## src/rtl/cdt_pkg.sv

```systemverilog
package cdt_pkg;

  typedef enum logic {
    CMD_REGISTER = 1'b0,
    CMD_LOOKUP   = 1'b1
  } cmd_e;

  typedef enum logic [1:0] {
    STAT_APPENDED    = 2'd0,
    STAT_OVERWRITTEN = 2'd1,
    STAT_FULL        = 2'd2
  } status_e;

  typedef enum logic [1:0] {
    S_IDLE,
    S_SCAN,
    S_RESP
  } state_e;

  localparam int unsigned IdWidth      = 11;
  localparam int unsigned HandlerWidth = 8;

  typedef struct packed {
    logic [IdWidth-1:0]      key;
    logic [HandlerWidth-1:0] handler;
  } entry_t;

  typedef struct packed {
    logic [1:0]              status;
    logic                    hit;
    logic [HandlerWidth-1:0] handler_out;
  } result_t;

endpackage

```

## src/rtl/cdt_if.sv

```systemverilog
interface cdt_req_if;
  logic                                valid;
  logic                                ready;
  logic                                cmd;
  logic                                bus;
  logic [cdt_pkg::IdWidth-1:0]         frame_id;
  logic [cdt_pkg::HandlerWidth-1:0]    handler_num;

  modport source (output valid, cmd, bus, frame_id, handler_num, input ready);
  modport sink   (input valid, cmd, bus, frame_id, handler_num, output ready);
endinterface

interface cdt_rsp_if;
  logic                                valid;
  logic                                ready;
  logic [1:0]                          status;
  logic                                hit;
  logic [cdt_pkg::HandlerWidth-1:0]    handler_out;

  modport source (output valid, status, hit, handler_out, input ready);
  modport sink   (input valid, status, hit, handler_out, output ready);
endinterface

```

## src/rtl/cdt_tbl_mem.sv

```systemverilog
module cdt_tbl_mem #(
  parameter int unsigned AddrWidth = 4
) (
  input  logic                 clk_i,
  input  logic                 rd_en_i,
  input  logic [AddrWidth-1:0] rd_addr_i,
  output cdt_pkg::entry_t      rd_data_o,
  input  logic                 wr_en_i,
  input  logic [AddrWidth-1:0] wr_addr_i,
  input  cdt_pkg::entry_t      wr_data_i
);

  localparam int unsigned Depth = 2 ** AddrWidth;

  cdt_pkg::entry_t mem_q [Depth];
  cdt_pkg::entry_t rd_data_q;

  always_ff @(posedge clk_i) begin
    if (wr_en_i) begin
      mem_q[wr_addr_i] <= wr_data_i;
    end
  end

  always_ff @(posedge clk_i) begin
    if (rd_en_i) begin
      rd_data_q <= mem_q[rd_addr_i];
    end
  end

  assign rd_data_o = rd_data_q;

endmodule

```

## src/rtl/cdt_ctrl.sv

```systemverilog
module cdt_ctrl #(
  parameter int unsigned EntriesPerBus = 8,
  parameter int unsigned SlotWidth     = 3,
  parameter int unsigned CountWidth    = 4
) (
  input  logic                   clk_i,
  input  logic                   rst_ni,
  cdt_req_if.sink                req_i,
  cdt_rsp_if.source              rsp_o,
  output logic                   rd_en_o,
  output logic [SlotWidth:0]     rd_addr_o,
  input  cdt_pkg::entry_t        rd_data_i,
  output logic                   wr_en_o,
  output logic [SlotWidth:0]     wr_addr_o,
  output cdt_pkg::entry_t        wr_data_o
);

  localparam logic [CountWidth-1:0] FullCount = CountWidth'(EntriesPerBus);

  cdt_pkg::state_e state_q, state_d;

  logic                              cmd_q, cmd_d;
  logic                              bus_q, bus_d;
  logic [cdt_pkg::IdWidth-1:0]       id_q, id_d;
  logic [cdt_pkg::HandlerWidth-1:0]  hnd_q, hnd_d;
  logic [CountWidth-1:0]             cnt_q, cnt_d;
  logic [CountWidth-1:0]             rd_idx_q, rd_idx_d;
  logic                              cmp_v_q, cmp_v_d;
  logic [SlotWidth-1:0]              cmp_idx_q, cmp_idx_d;
  logic [CountWidth-1:0]             bus_cnt_q [2];
  logic [CountWidth-1:0]             bus_cnt_d [2];
  cdt_pkg::result_t                  res_q, res_d;
  cdt_pkg::result_t                  out_q, out_d;
  logic                              out_valid_q, out_valid_d;

  logic accept;
  logic issue;
  logic match;
  logic resolve;
  logic full;

  assign accept = req_i.valid && req_i.ready;
  assign issue  = (state_q == cdt_pkg::S_SCAN) && (rd_idx_q < cnt_q);
  assign match  = cmp_v_q && (rd_data_i.key == id_q);
  assign full   = (cnt_q == FullCount);
  assign resolve = (state_q == cdt_pkg::S_SCAN) && (match || (!issue && !cmp_v_q));

  always_comb begin
    state_d      = state_q;
    cmd_d        = cmd_q;
    bus_d        = bus_q;
    id_d         = id_q;
    hnd_d        = hnd_q;
    cnt_d        = cnt_q;
    rd_idx_d     = rd_idx_q;
    cmp_v_d      = cmp_v_q;
    cmp_idx_d    = cmp_idx_q;
    bus_cnt_d[0] = bus_cnt_q[0];
    bus_cnt_d[1] = bus_cnt_q[1];
    res_d        = res_q;
    out_d        = out_q;
    out_valid_d  = out_valid_q;
    req_i.ready  = 1'b0;
    rd_en_o      = 1'b0;
    rd_addr_o    = {bus_q, rd_idx_q[SlotWidth-1:0]};
    wr_en_o      = 1'b0;
    wr_addr_o    = {bus_q, cmp_idx_q};
    wr_data_o    = '{key: id_q, handler: hnd_q};

    // drop the delivered item first, a fresh load below overrides
    if (out_valid_q && rsp_o.ready) begin
      out_valid_d = 1'b0;
    end

    case (state_q)
      cdt_pkg::S_IDLE: begin
        req_i.ready = 1'b1;
        if (accept) begin
          cmd_d     = req_i.cmd;
          bus_d     = req_i.bus;
          id_d      = req_i.frame_id;
          hnd_d     = req_i.handler_num;
          cnt_d     = bus_cnt_q[req_i.bus];
          rd_idx_d  = '0;
          cmp_v_d   = 1'b0;
          state_d   = cdt_pkg::S_SCAN;
        end
      end
      cdt_pkg::S_SCAN: begin
        // stream reads, compare the previous slot's data each cycle
        rd_en_o   = issue;
        cmp_v_d   = issue;
        cmp_idx_d = rd_idx_q[SlotWidth-1:0];
        if (issue) begin
          rd_idx_d = rd_idx_q + CountWidth'(1);
        end
        if (resolve) begin
          res_d   = '0;
          cmp_v_d = 1'b0;
          state_d = cdt_pkg::S_RESP;
          if (cmd_q == cdt_pkg::CMD_LOOKUP) begin
            res_d.hit         = match;
            res_d.handler_out = match ? rd_data_i.handler : '0;
          end else if (match) begin
            wr_en_o      = 1'b1;
            wr_addr_o    = {bus_q, cmp_idx_q};
            wr_data_o    = '{key: id_q, handler: hnd_q};
            res_d.status = cdt_pkg::STAT_OVERWRITTEN;
          end else if (full) begin
            res_d.status = cdt_pkg::STAT_FULL;
          end else begin
            wr_en_o           = 1'b1;
            wr_addr_o         = {bus_q, cnt_q[SlotWidth-1:0]};
            wr_data_o         = '{key: id_q, handler: hnd_q};
            bus_cnt_d[bus_q]  = cnt_q + CountWidth'(1);
            res_d.status      = cdt_pkg::STAT_APPENDED;
          end
        end
      end
      cdt_pkg::S_RESP: begin
        // hold the result until the output register is free
        if (!out_valid_q || rsp_o.ready) begin
          out_d       = res_q;
          out_valid_d = 1'b1;
          state_d     = cdt_pkg::S_IDLE;
        end
      end
      default: begin
        state_d = cdt_pkg::S_IDLE;
      end
    endcase
  end

  always_ff @(posedge clk_i or negedge rst_ni) begin
    if (!rst_ni) begin
      state_q      <= cdt_pkg::S_IDLE;
      cmp_v_q      <= 1'b0;
      out_valid_q  <= 1'b0;
      bus_cnt_q[0] <= '0;
      bus_cnt_q[1] <= '0;
    end else begin
      state_q      <= state_d;
      cmp_v_q      <= cmp_v_d;
      out_valid_q  <= out_valid_d;
      bus_cnt_q[0] <= bus_cnt_d[0];
      bus_cnt_q[1] <= bus_cnt_d[1];
    end
  end

  always_ff @(posedge clk_i) begin
    cmd_q     <= cmd_d;
    bus_q     <= bus_d;
    id_q      <= id_d;
    hnd_q     <= hnd_d;
    cnt_q     <= cnt_d;
    rd_idx_q  <= rd_idx_d;
    cmp_idx_q <= cmp_idx_d;
    res_q     <= res_d;
    out_q     <= out_d;
  end

  assign rsp_o.valid       = out_valid_q;
  assign rsp_o.status      = out_q.status;
  assign rsp_o.hit         = out_q.hit;
  assign rsp_o.handler_out = out_q.handler_out;

  a_count_bound: assert property (@(posedge clk_i) disable iff (!rst_ni)
    (bus_cnt_q[0] <= FullCount) && (bus_cnt_q[1] <= FullCount))
    else $error("entry count beyond table size");

  a_write_in_scan: assert property (@(posedge clk_i) disable iff (!rst_ni)
    wr_en_o |-> (state_q == cdt_pkg::S_SCAN) && resolve)
    else $error("table write outside resolution");

  a_accept_starts_scan: assert property (@(posedge clk_i) disable iff (!rst_ni)
    accept |=> (state_q == cdt_pkg::S_SCAN) && !cmp_v_q && (rd_idx_q == '0))
    else $error("accepted item did not start a scan");

  a_result_from_resp: assert property (@(posedge clk_i) disable iff (!rst_ni)
    $rose(out_valid_q) |-> ($past(state_q) == cdt_pkg::S_RESP))
    else $error("result appeared without resolution");

  a_count_step: assert property (@(posedge clk_i) disable iff (!rst_ni)
    ((bus_cnt_q[0] != $past(bus_cnt_q[0])) || (bus_cnt_q[1] != $past(bus_cnt_q[1])))
      && $past(rst_ni) |-> $past(wr_en_o))
    else $error("entry count moved without a table write");

endmodule

```

## src/rtl/can_id_dispatch_table_top.sv

```systemverilog
// CAN identifier dispatch table for two buses.
// req_i carries one item: cmd (register or look up), bus, frame_id and
// handler_num. rsp_o returns exactly one item per request: status, hit and
// handler_out. Both channels move an item when valid and ready are high.
// Each bus owns ENTRIES_PER_BUS slots in a single one-port-read, one-port-write
// table memory with registered read data; the entry counts sit in flops.
// An item is handled alone: it is accepted in the idle state, the controller
// streams one table read per cycle over the valid slots of its bus and
// compares each returned key in the cycle after, stopping at the first match.
// The next item is accepted in the idle state after the result is registered.
// Reset clears both entry counts, so both tables start empty; table contents
// need no clearing. If the receiver stalls, the result waits in the output
// register while the next item is accepted and scanned; that item's result
// then holds until the register drains.
module can_id_dispatch_table_top #(
  parameter int unsigned ENTRIES_PER_BUS = 8
) (
  input  logic        clk_i,
  input  logic        rst_ni,
  cdt_req_if.sink     req_i,
  cdt_rsp_if.source   rsp_o
);

  localparam int unsigned SlotWidth  = (ENTRIES_PER_BUS > 1) ? $clog2(ENTRIES_PER_BUS) : 1;
  localparam int unsigned CountWidth = $clog2(ENTRIES_PER_BUS + 1);

  logic                  rd_en;
  logic [SlotWidth:0]    rd_addr;
  cdt_pkg::entry_t       rd_data;
  logic                  wr_en;
  logic [SlotWidth:0]    wr_addr;
  cdt_pkg::entry_t       wr_data;

  cdt_ctrl #(
    .EntriesPerBus (ENTRIES_PER_BUS),
    .SlotWidth     (SlotWidth),
    .CountWidth    (CountWidth)
  ) u_ctrl (
    .clk_i     (clk_i),
    .rst_ni    (rst_ni),
    .req_i     (req_i),
    .rsp_o     (rsp_o),
    .rd_en_o   (rd_en),
    .rd_addr_o (rd_addr),
    .rd_data_i (rd_data),
    .wr_en_o   (wr_en),
    .wr_addr_o (wr_addr),
    .wr_data_o (wr_data)
  );

  cdt_tbl_mem #(
    .AddrWidth (SlotWidth + 1)
  ) u_mem (
    .clk_i     (clk_i),
    .rd_en_i   (rd_en),
    .rd_addr_i (rd_addr),
    .rd_data_o (rd_data),
    .wr_en_i   (wr_en),
    .wr_addr_i (wr_addr),
    .wr_data_i (wr_data)
  );

endmodule

```

## src/flat_wrapper.sv

```systemverilog
// flat-port wrapper written by rule: the top's interface ports become plain ports
module can_id_dispatch_table_top_flat 
#(
  parameter int unsigned ENTRIES_PER_BUS = 8
)
  (clk_i, rst_ni, req_i_valid, req_i_cmd, req_i_bus, req_i_frame_id, req_i_handler_num, req_i_ready, rsp_o_valid, rsp_o_status, rsp_o_hit, rsp_o_handler_out, rsp_o_ready);
  cdt_req_if req_i_i ();
  cdt_rsp_if rsp_o_i ();
  input  logic clk_i;
  input  logic rst_ni;
  input wire logic [$bits(req_i_i.valid)-1:0] req_i_valid;
  input wire logic [$bits(req_i_i.cmd)-1:0] req_i_cmd;
  input wire logic [$bits(req_i_i.bus)-1:0] req_i_bus;
  input wire logic [$bits(req_i_i.frame_id)-1:0] req_i_frame_id;
  input wire logic [$bits(req_i_i.handler_num)-1:0] req_i_handler_num;
  output wire logic [$bits(req_i_i.ready)-1:0] req_i_ready;
  output wire logic [$bits(rsp_o_i.valid)-1:0] rsp_o_valid;
  output wire logic [$bits(rsp_o_i.status)-1:0] rsp_o_status;
  output wire logic [$bits(rsp_o_i.hit)-1:0] rsp_o_hit;
  output wire logic [$bits(rsp_o_i.handler_out)-1:0] rsp_o_handler_out;
  input wire logic [$bits(rsp_o_i.ready)-1:0] rsp_o_ready;
  assign req_i_i.valid = req_i_valid;
  assign req_i_i.cmd = req_i_cmd;
  assign req_i_i.bus = req_i_bus;
  assign req_i_i.frame_id = req_i_frame_id;
  assign req_i_i.handler_num = req_i_handler_num;
  assign req_i_ready = req_i_i.ready;
  assign rsp_o_valid = rsp_o_i.valid;
  assign rsp_o_status = rsp_o_i.status;
  assign rsp_o_hit = rsp_o_i.hit;
  assign rsp_o_handler_out = rsp_o_i.handler_out;
  assign rsp_o_i.ready = rsp_o_ready;
  can_id_dispatch_table_top #(.ENTRIES_PER_BUS(ENTRIES_PER_BUS)) u_core (.clk_i(clk_i), .rst_ni(rst_ni), .req_i(req_i_i), .rsp_o(rsp_o_i));
endmodule
```

## config.mk

```make
export PLATFORM = sky130hd
export DESIGN_NAME = can_id_dispatch_table_top_flat
export DESIGN_NICKNAME = d
export VERILOG_FILES = /design/src/rtl/cdt_pkg.sv /design/src/rtl/cdt_if.sv /design/src/rtl/cdt_tbl_mem.sv /design/src/rtl/cdt_ctrl.sv /design/src/rtl/can_id_dispatch_table_top.sv /design/src/flat_wrapper.sv
export SDC_FILE = /design/constraint.sdc
export NUM_CORES = 1
export LEC_CHECK = 0
export BUFFER_PORTS_ARGS = -buffer_cell sky130_fd_sc_hd__buf_4
export CORE_AREA = 2 2 142 199
export DETAILED_ROUTE_END_ITERATION = 6
export DIE_AREA = 0 0 144 201
export GPL_ROUTABILITY_DRIVEN = 0
export MAX_ROUTING_LAYER = met4
export PLACE_DENSITY = 0.71
export SYNTH_ARGS = -nofsm -noshare
export SYNTH_HDL_FRONTEND = slang
export SYNTH_SLANG_ARGS = --single-unit
```

## constraint.sdc

```tcl
create_clock -name clk_i -period 6.38 [get_ports clk_i]
set_input_delay 0.319 -clock clk_i [delete_from_list [all_inputs] [get_ports clk_i]]
set_output_delay 0.319 -clock clk_i [all_outputs]
set_load 0.02 [all_outputs]
```

==> flow_results.org <==
** Place
- Buffers placed on the I/O ports in this run total 37.
- Minimum setup slack after placement :: 2.56 ns
- Detailed placement finished with a half-perimeter wire length of 17,000 µm.
- After detailed placement, the total cell area comes to 15,600 µm².

** Pwr
- The share of total power dissipated in the clock network is 0.320.
- Switching share of power :: 0.264
- Largest voltage drop on the vdd net :: 0.202 mV
- Dividing total power by cell area gives a power density of 430 nW/µm².
- Share of total power in sequential cells :: 0.463
- Switching power total :: 0.00195 W
- Logic gate share of total power :: 0.218
- Cell-internal power :: 0.00544 W
- Static Leak :: 5.57 nW

** Floorplanning
- Horizontal die dimension :: 144 µm
- Effective utilization at floorplan :: 0.541
- In this run the vertical extent of the chip is 201 µm.
- The die covers 28,900 µm².
- The core region is 27,300 µm².
- Row generation in the floorplan step produced 72 rows.
- 38 I/O pins were placed.

** STA
- For the pin with the worst max-slew slack, the measured transition is 1.18 ns.
- Setup repair after global routing left no endpoint under its margin.
- Max Slew Vio Count :: 0
- After layout, the worst setup slack is 2.50 ns.
- The count of final hold-check violations was 0.
- Dividing the final minimum period by the clock period gives 0.609.
- After routing, the total negative slack on setup checks comes to 0 ns.
- Final clock skew :: 0.0218 ns
- For this run, the top clock speed supported by timing is 0.257 GHz.
- Max_slew headroom :: 0.212
- Setup violations remaining at the end of the flow were counted as 0.
- The clock period could shrink to 3.88 ns.

** Final layout
- At the end of the flow, the number of nets in the layout was 760.
- Share of final-layout standard cells stronger than drive strength 1 :: 0.323
- Most used cells in the layout excluding fill and tap cells :: sky130_fd_sc_hd__edfxtp_1, sky130_fd_sc_hd__mux4_2, sky130_fd_sc_hd__buf_4
- Area growth from synthesis to layout :: 16.4%
- Commonest non-fill, non-tap cell in the layout :: sky130_fd_sc_hd__edfxtp_1
- The repair_antennas step left the layout with diodes totalling 0.
- Post-route cell area :: 17,200 µm²

** Synth
- The biggest area contributor in the post-synthesis netlist is sky130_fd_sc_hd__edfxtp_1.
- Yosys warns :: 0
- Summed instance area of the synthesized netlist :: 14,800 µm²
- Synthesis produced a netlist whose cell count is 632.
- For this run, asynchronously set or reset flops after synthesis account for 0.0308.
- Of the synthesized area, sequential elements account for 0.787.
- The share of synthesized area in the top cell type comes to 0.767.
- Largest cells by area after synthesis :: sky130_fd_sc_hd__edfxtp_1, sky130_fd_sc_hd__mux4_2, sky130_fd_sc_hd__dfrtp_1, sky130_fd_sc_hd__xnor2_1, sky130_fd_sc_hd__mux2_2
- The netlist uses 40 different library cells.
- Of the total synthesized cell area, the portion taken by AND, OR, NAND and NOR gates is 0.0230.
- In this run the mean area of a mapped cell was 23.4 µm².
- Share of cell area taken by muxes after synthesis :: 0.156
- Main synth FF type :: sky130_fd_sc_hd__edfxtp_1
- The synthesized design contains 377 enable-type register cells.
- Counting every net in the synthesized netlist gives 663.
- Post-synthesis adder-cell area fraction :: 0.00508
- Of the total synthesized cell area, the portion taken by XOR and XNOR cells is 0.00890.
- Largest family of logic cells by synthesized area :: multiplexers
- After synthesis the netlist holds a flip-flop and latch count of 389.
- The share of the synthesized area in compound gates (AO/OA/AOI/OAI) was 0.00856.

** Clock tree
- The H-tree was split into 2 levels.
- The cell sitting at the root of the clock tree is a sky130_fd_sc_hd__clkbuf_16.
- Source-to-sink clock delay at the later pin of the worst-skew pair :: 0.53 ns
- Clk pin slew, worst setup/hold paths :: 0.06 ns
- Post-CTS Setup Inserts :: 0
- In this run, CTS created clock tree buffers numbering 37.
- The longest clock path from root to sink contains 3 buffers.
- Number of sinks handled by clock tree synthesis :: 389
- TritonCTS built the clock tree.

** Routing
- Detail Route Antenna Nets :: 0
- First drt pass iteration count :: 7
- Number of vias per cell after detailed routing :: 5.96
- Wires add up to 27,900 µm.
- For this run, design rule violations remaining after detail routing come to 0.
- In this run, the number of DRC markers left after iteration 0 of detailed routing was 718.
- Across all layers, the routed design uses 6,721 vias.
- Avg WL per Cell :: 24.8 µm

** Setup path
- CP Class :: reg2reg
- Data required time at the worst endpoint :: 6.59 ns
- Kind of start point of the critical path :: flop
- STA puts the critical path data arrival time at 4.10 ns.
- Worst-path fanout max :: 23
- STA classifies the critical path endpoint as a flop.

** Global route
- The number of global-route vias before repair is 7,103.
- The first global-routing pass estimated 43,400 µm of wire.
- Initial antenna violation count :: 0
- Overall Global Routing Usage :: 0.211
- Total congestion overflow after global routing :: 0
- Pin count of the biggest net entering global routing :: 80

** Hold path
- Path category of the worst min-delay check :: in2reg

** Job
- Max Cap Viol :: 0

** Outcome
- The flow ran to the end, and the final reports show no timing, DRC or antenna violations.
-- logic make-up (layout without fill, tap and decap cells) --
| family | Yosys count | count (layout) |
|---|---|---|
| and+or+nand+nor | 63 | 63 |
| AOI/OAI and AO/OA | 16 | 16 |
| buffers and inverters | 34 | 160 |
| xor gates and xnor gates | 15 | 15 |
| DFF | 389 | 389 |
| adders and majority gates | 6 | 6 |
| muxes | 109 | 109 |
-- power groups by stage --
stage / Combinational [W] / Sequential [W] / Clock (W)
after floorplan: 0.00117 / 0.00341 / 0
after global placement: 0.00158 / 0.00345 / 0
after detailed placement: 0.00161 / 0.00347 / 0
after CTS: 0.00163 / 0.00342 / 0.00241
after global routing: 0.00173 / 0.00345 / 0.00251
final: 0.00161 / 0.00342 / 0.00236
-- layer usage --
metal / up-vias / track usage / wire length (µm)
met1: 3557 / 0.291 / 11400
met5: - / - / 0
met2: 258 / 0.322 / 14100
li1: 2846 / - / -
met3: 60 / 0.0401 / 1670
met4: 0 / 0.0707 / 800
-- registers in the layout, indices dropped and copies added (netlist names), 2 cells and up --
register,cells
u_core.u_mem.mem_q,304
u_core.u_mem.rd_data_o,19
u_core.u_ctrl.id_q,11
u_core.u_ctrl.res_q,11
u_core.u_ctrl.bus_cnt_q,8
u_core.u_ctrl.hnd_q,8
u_core.u_ctrl.rsp_o.handler_out,8
u_core.u_ctrl.cnt_q,4
u_core.u_ctrl.rd_idx_q,4
u_core.u_ctrl.cmp_idx_q,3
u_core.u_ctrl.rsp_o.status,2
u_core.u_ctrl.state_q,2
-- path summary, 6_finish.rpt --
check / from / end / slack [ns] / cells after the start
worst min-delay path: req_i_bus / u_core.u_ctrl.bus_q / 0.05 / 1
worst max register to register: u_core.u_ctrl.rd_idx_q[2] / u_core.u_mem.mem_q[9][12] / 2.50 / 7
max in group asynchronous: rst_ni / u_core.u_ctrl.rsp_o.valid / 6.05 / 2
min in group asynchronous: rst_ni / u_core.u_ctrl.bus_cnt_q[6] / 0.18 / 2
worst max-delay path: u_core.u_ctrl.rd_idx_q[2] / u_core.u_mem.mem_q[9][12] / 2.50 / 7
worst min register to register: u_core.u_ctrl.res_q[2] / u_core.u_ctrl.rsp_o.handler_out[2] / 0.42 / 0
-- Yosys cell counts (5+ instances only) --
cell / n
sky130_fd_sc_hd__nor4_1: 8
sky130_fd_sc_hd__nand2_1: 8
sky130_fd_sc_hd__dfrtp_1: 12
sky130_fd_sc_hd__xnor2_1: 13
sky130_fd_sc_hd__and2_1: 10
sky130_fd_sc_hd__inv_1: 8
sky130_fd_sc_hd__edfxtp_1: 377
sky130_fd_sc_hd__clkbuf_1: 10
sky130_fd_sc_hd__buf_2: 7
sky130_fd_sc_hd__mux2_2: 10
sky130_fd_sc_hd__nor3_1: 8
sky130_fd_sc_hd__nor2_1: 11
sky130_fd_sc_hd__ha_1: 6
sky130_fd_sc_hd__buf_6: 5
sky130_fd_sc_hd__mux4_2: 95
-- critical path, stage by stage (launching register included) --
cell and delay [ns]:
sky130_fd_sc_hd__edfxtp_1 1.13, sky130_fd_sc_hd__ha_1 0.40, sky130_fd_sc_hd__o211a_1 0.11, sky130_fd_sc_hd__o31ai_1 0.12
sky130_fd_sc_hd__a211o_1 0.44, sky130_fd_sc_hd__mux2i_1 0.29, sky130_fd_sc_hd__nor3_2 0.75, sky130_fd_sc_hd__buf_4 0.34
-- cell type report --
| class | count | area, µm² |
|---|---|---|
| clock buffer | 42 | 987 |
| clock inverter | 26 | 349 |
| multi-input combinational | 209 | 3060 |
| inverter | 8 | 30.0 |
| fill | 1775 | 10100 |
| sequential | 389 | 11600 |
| tap | 370 | 463 |
| timing repair buffer | 84 | 683 |
-- metrics by stage --
step / cells / power, W / hold slack, ns / utilization
finish: 1128 / 0.00739 / 0.0465 / 0.630
global route: 1128 / 0.00768 / 0.0305 / 0.630
CTS: 1128 / 0.00746 / 0.0314 / 0.630
detailed placement: 1039 / 0.00508 / 0.166 / 0.573
global placement: 1039 / 0.00503 / 0.164 / 0.573
floorplan: 632 / 0.00458 / 0.0234 / -
-- what timing repair did --
item,CTS,global route
endpoints found under the hold margin,32,0
hold buffers,21,0
resized for setup,0,0
No activity file was read; power rests on OpenSTA's default activity.
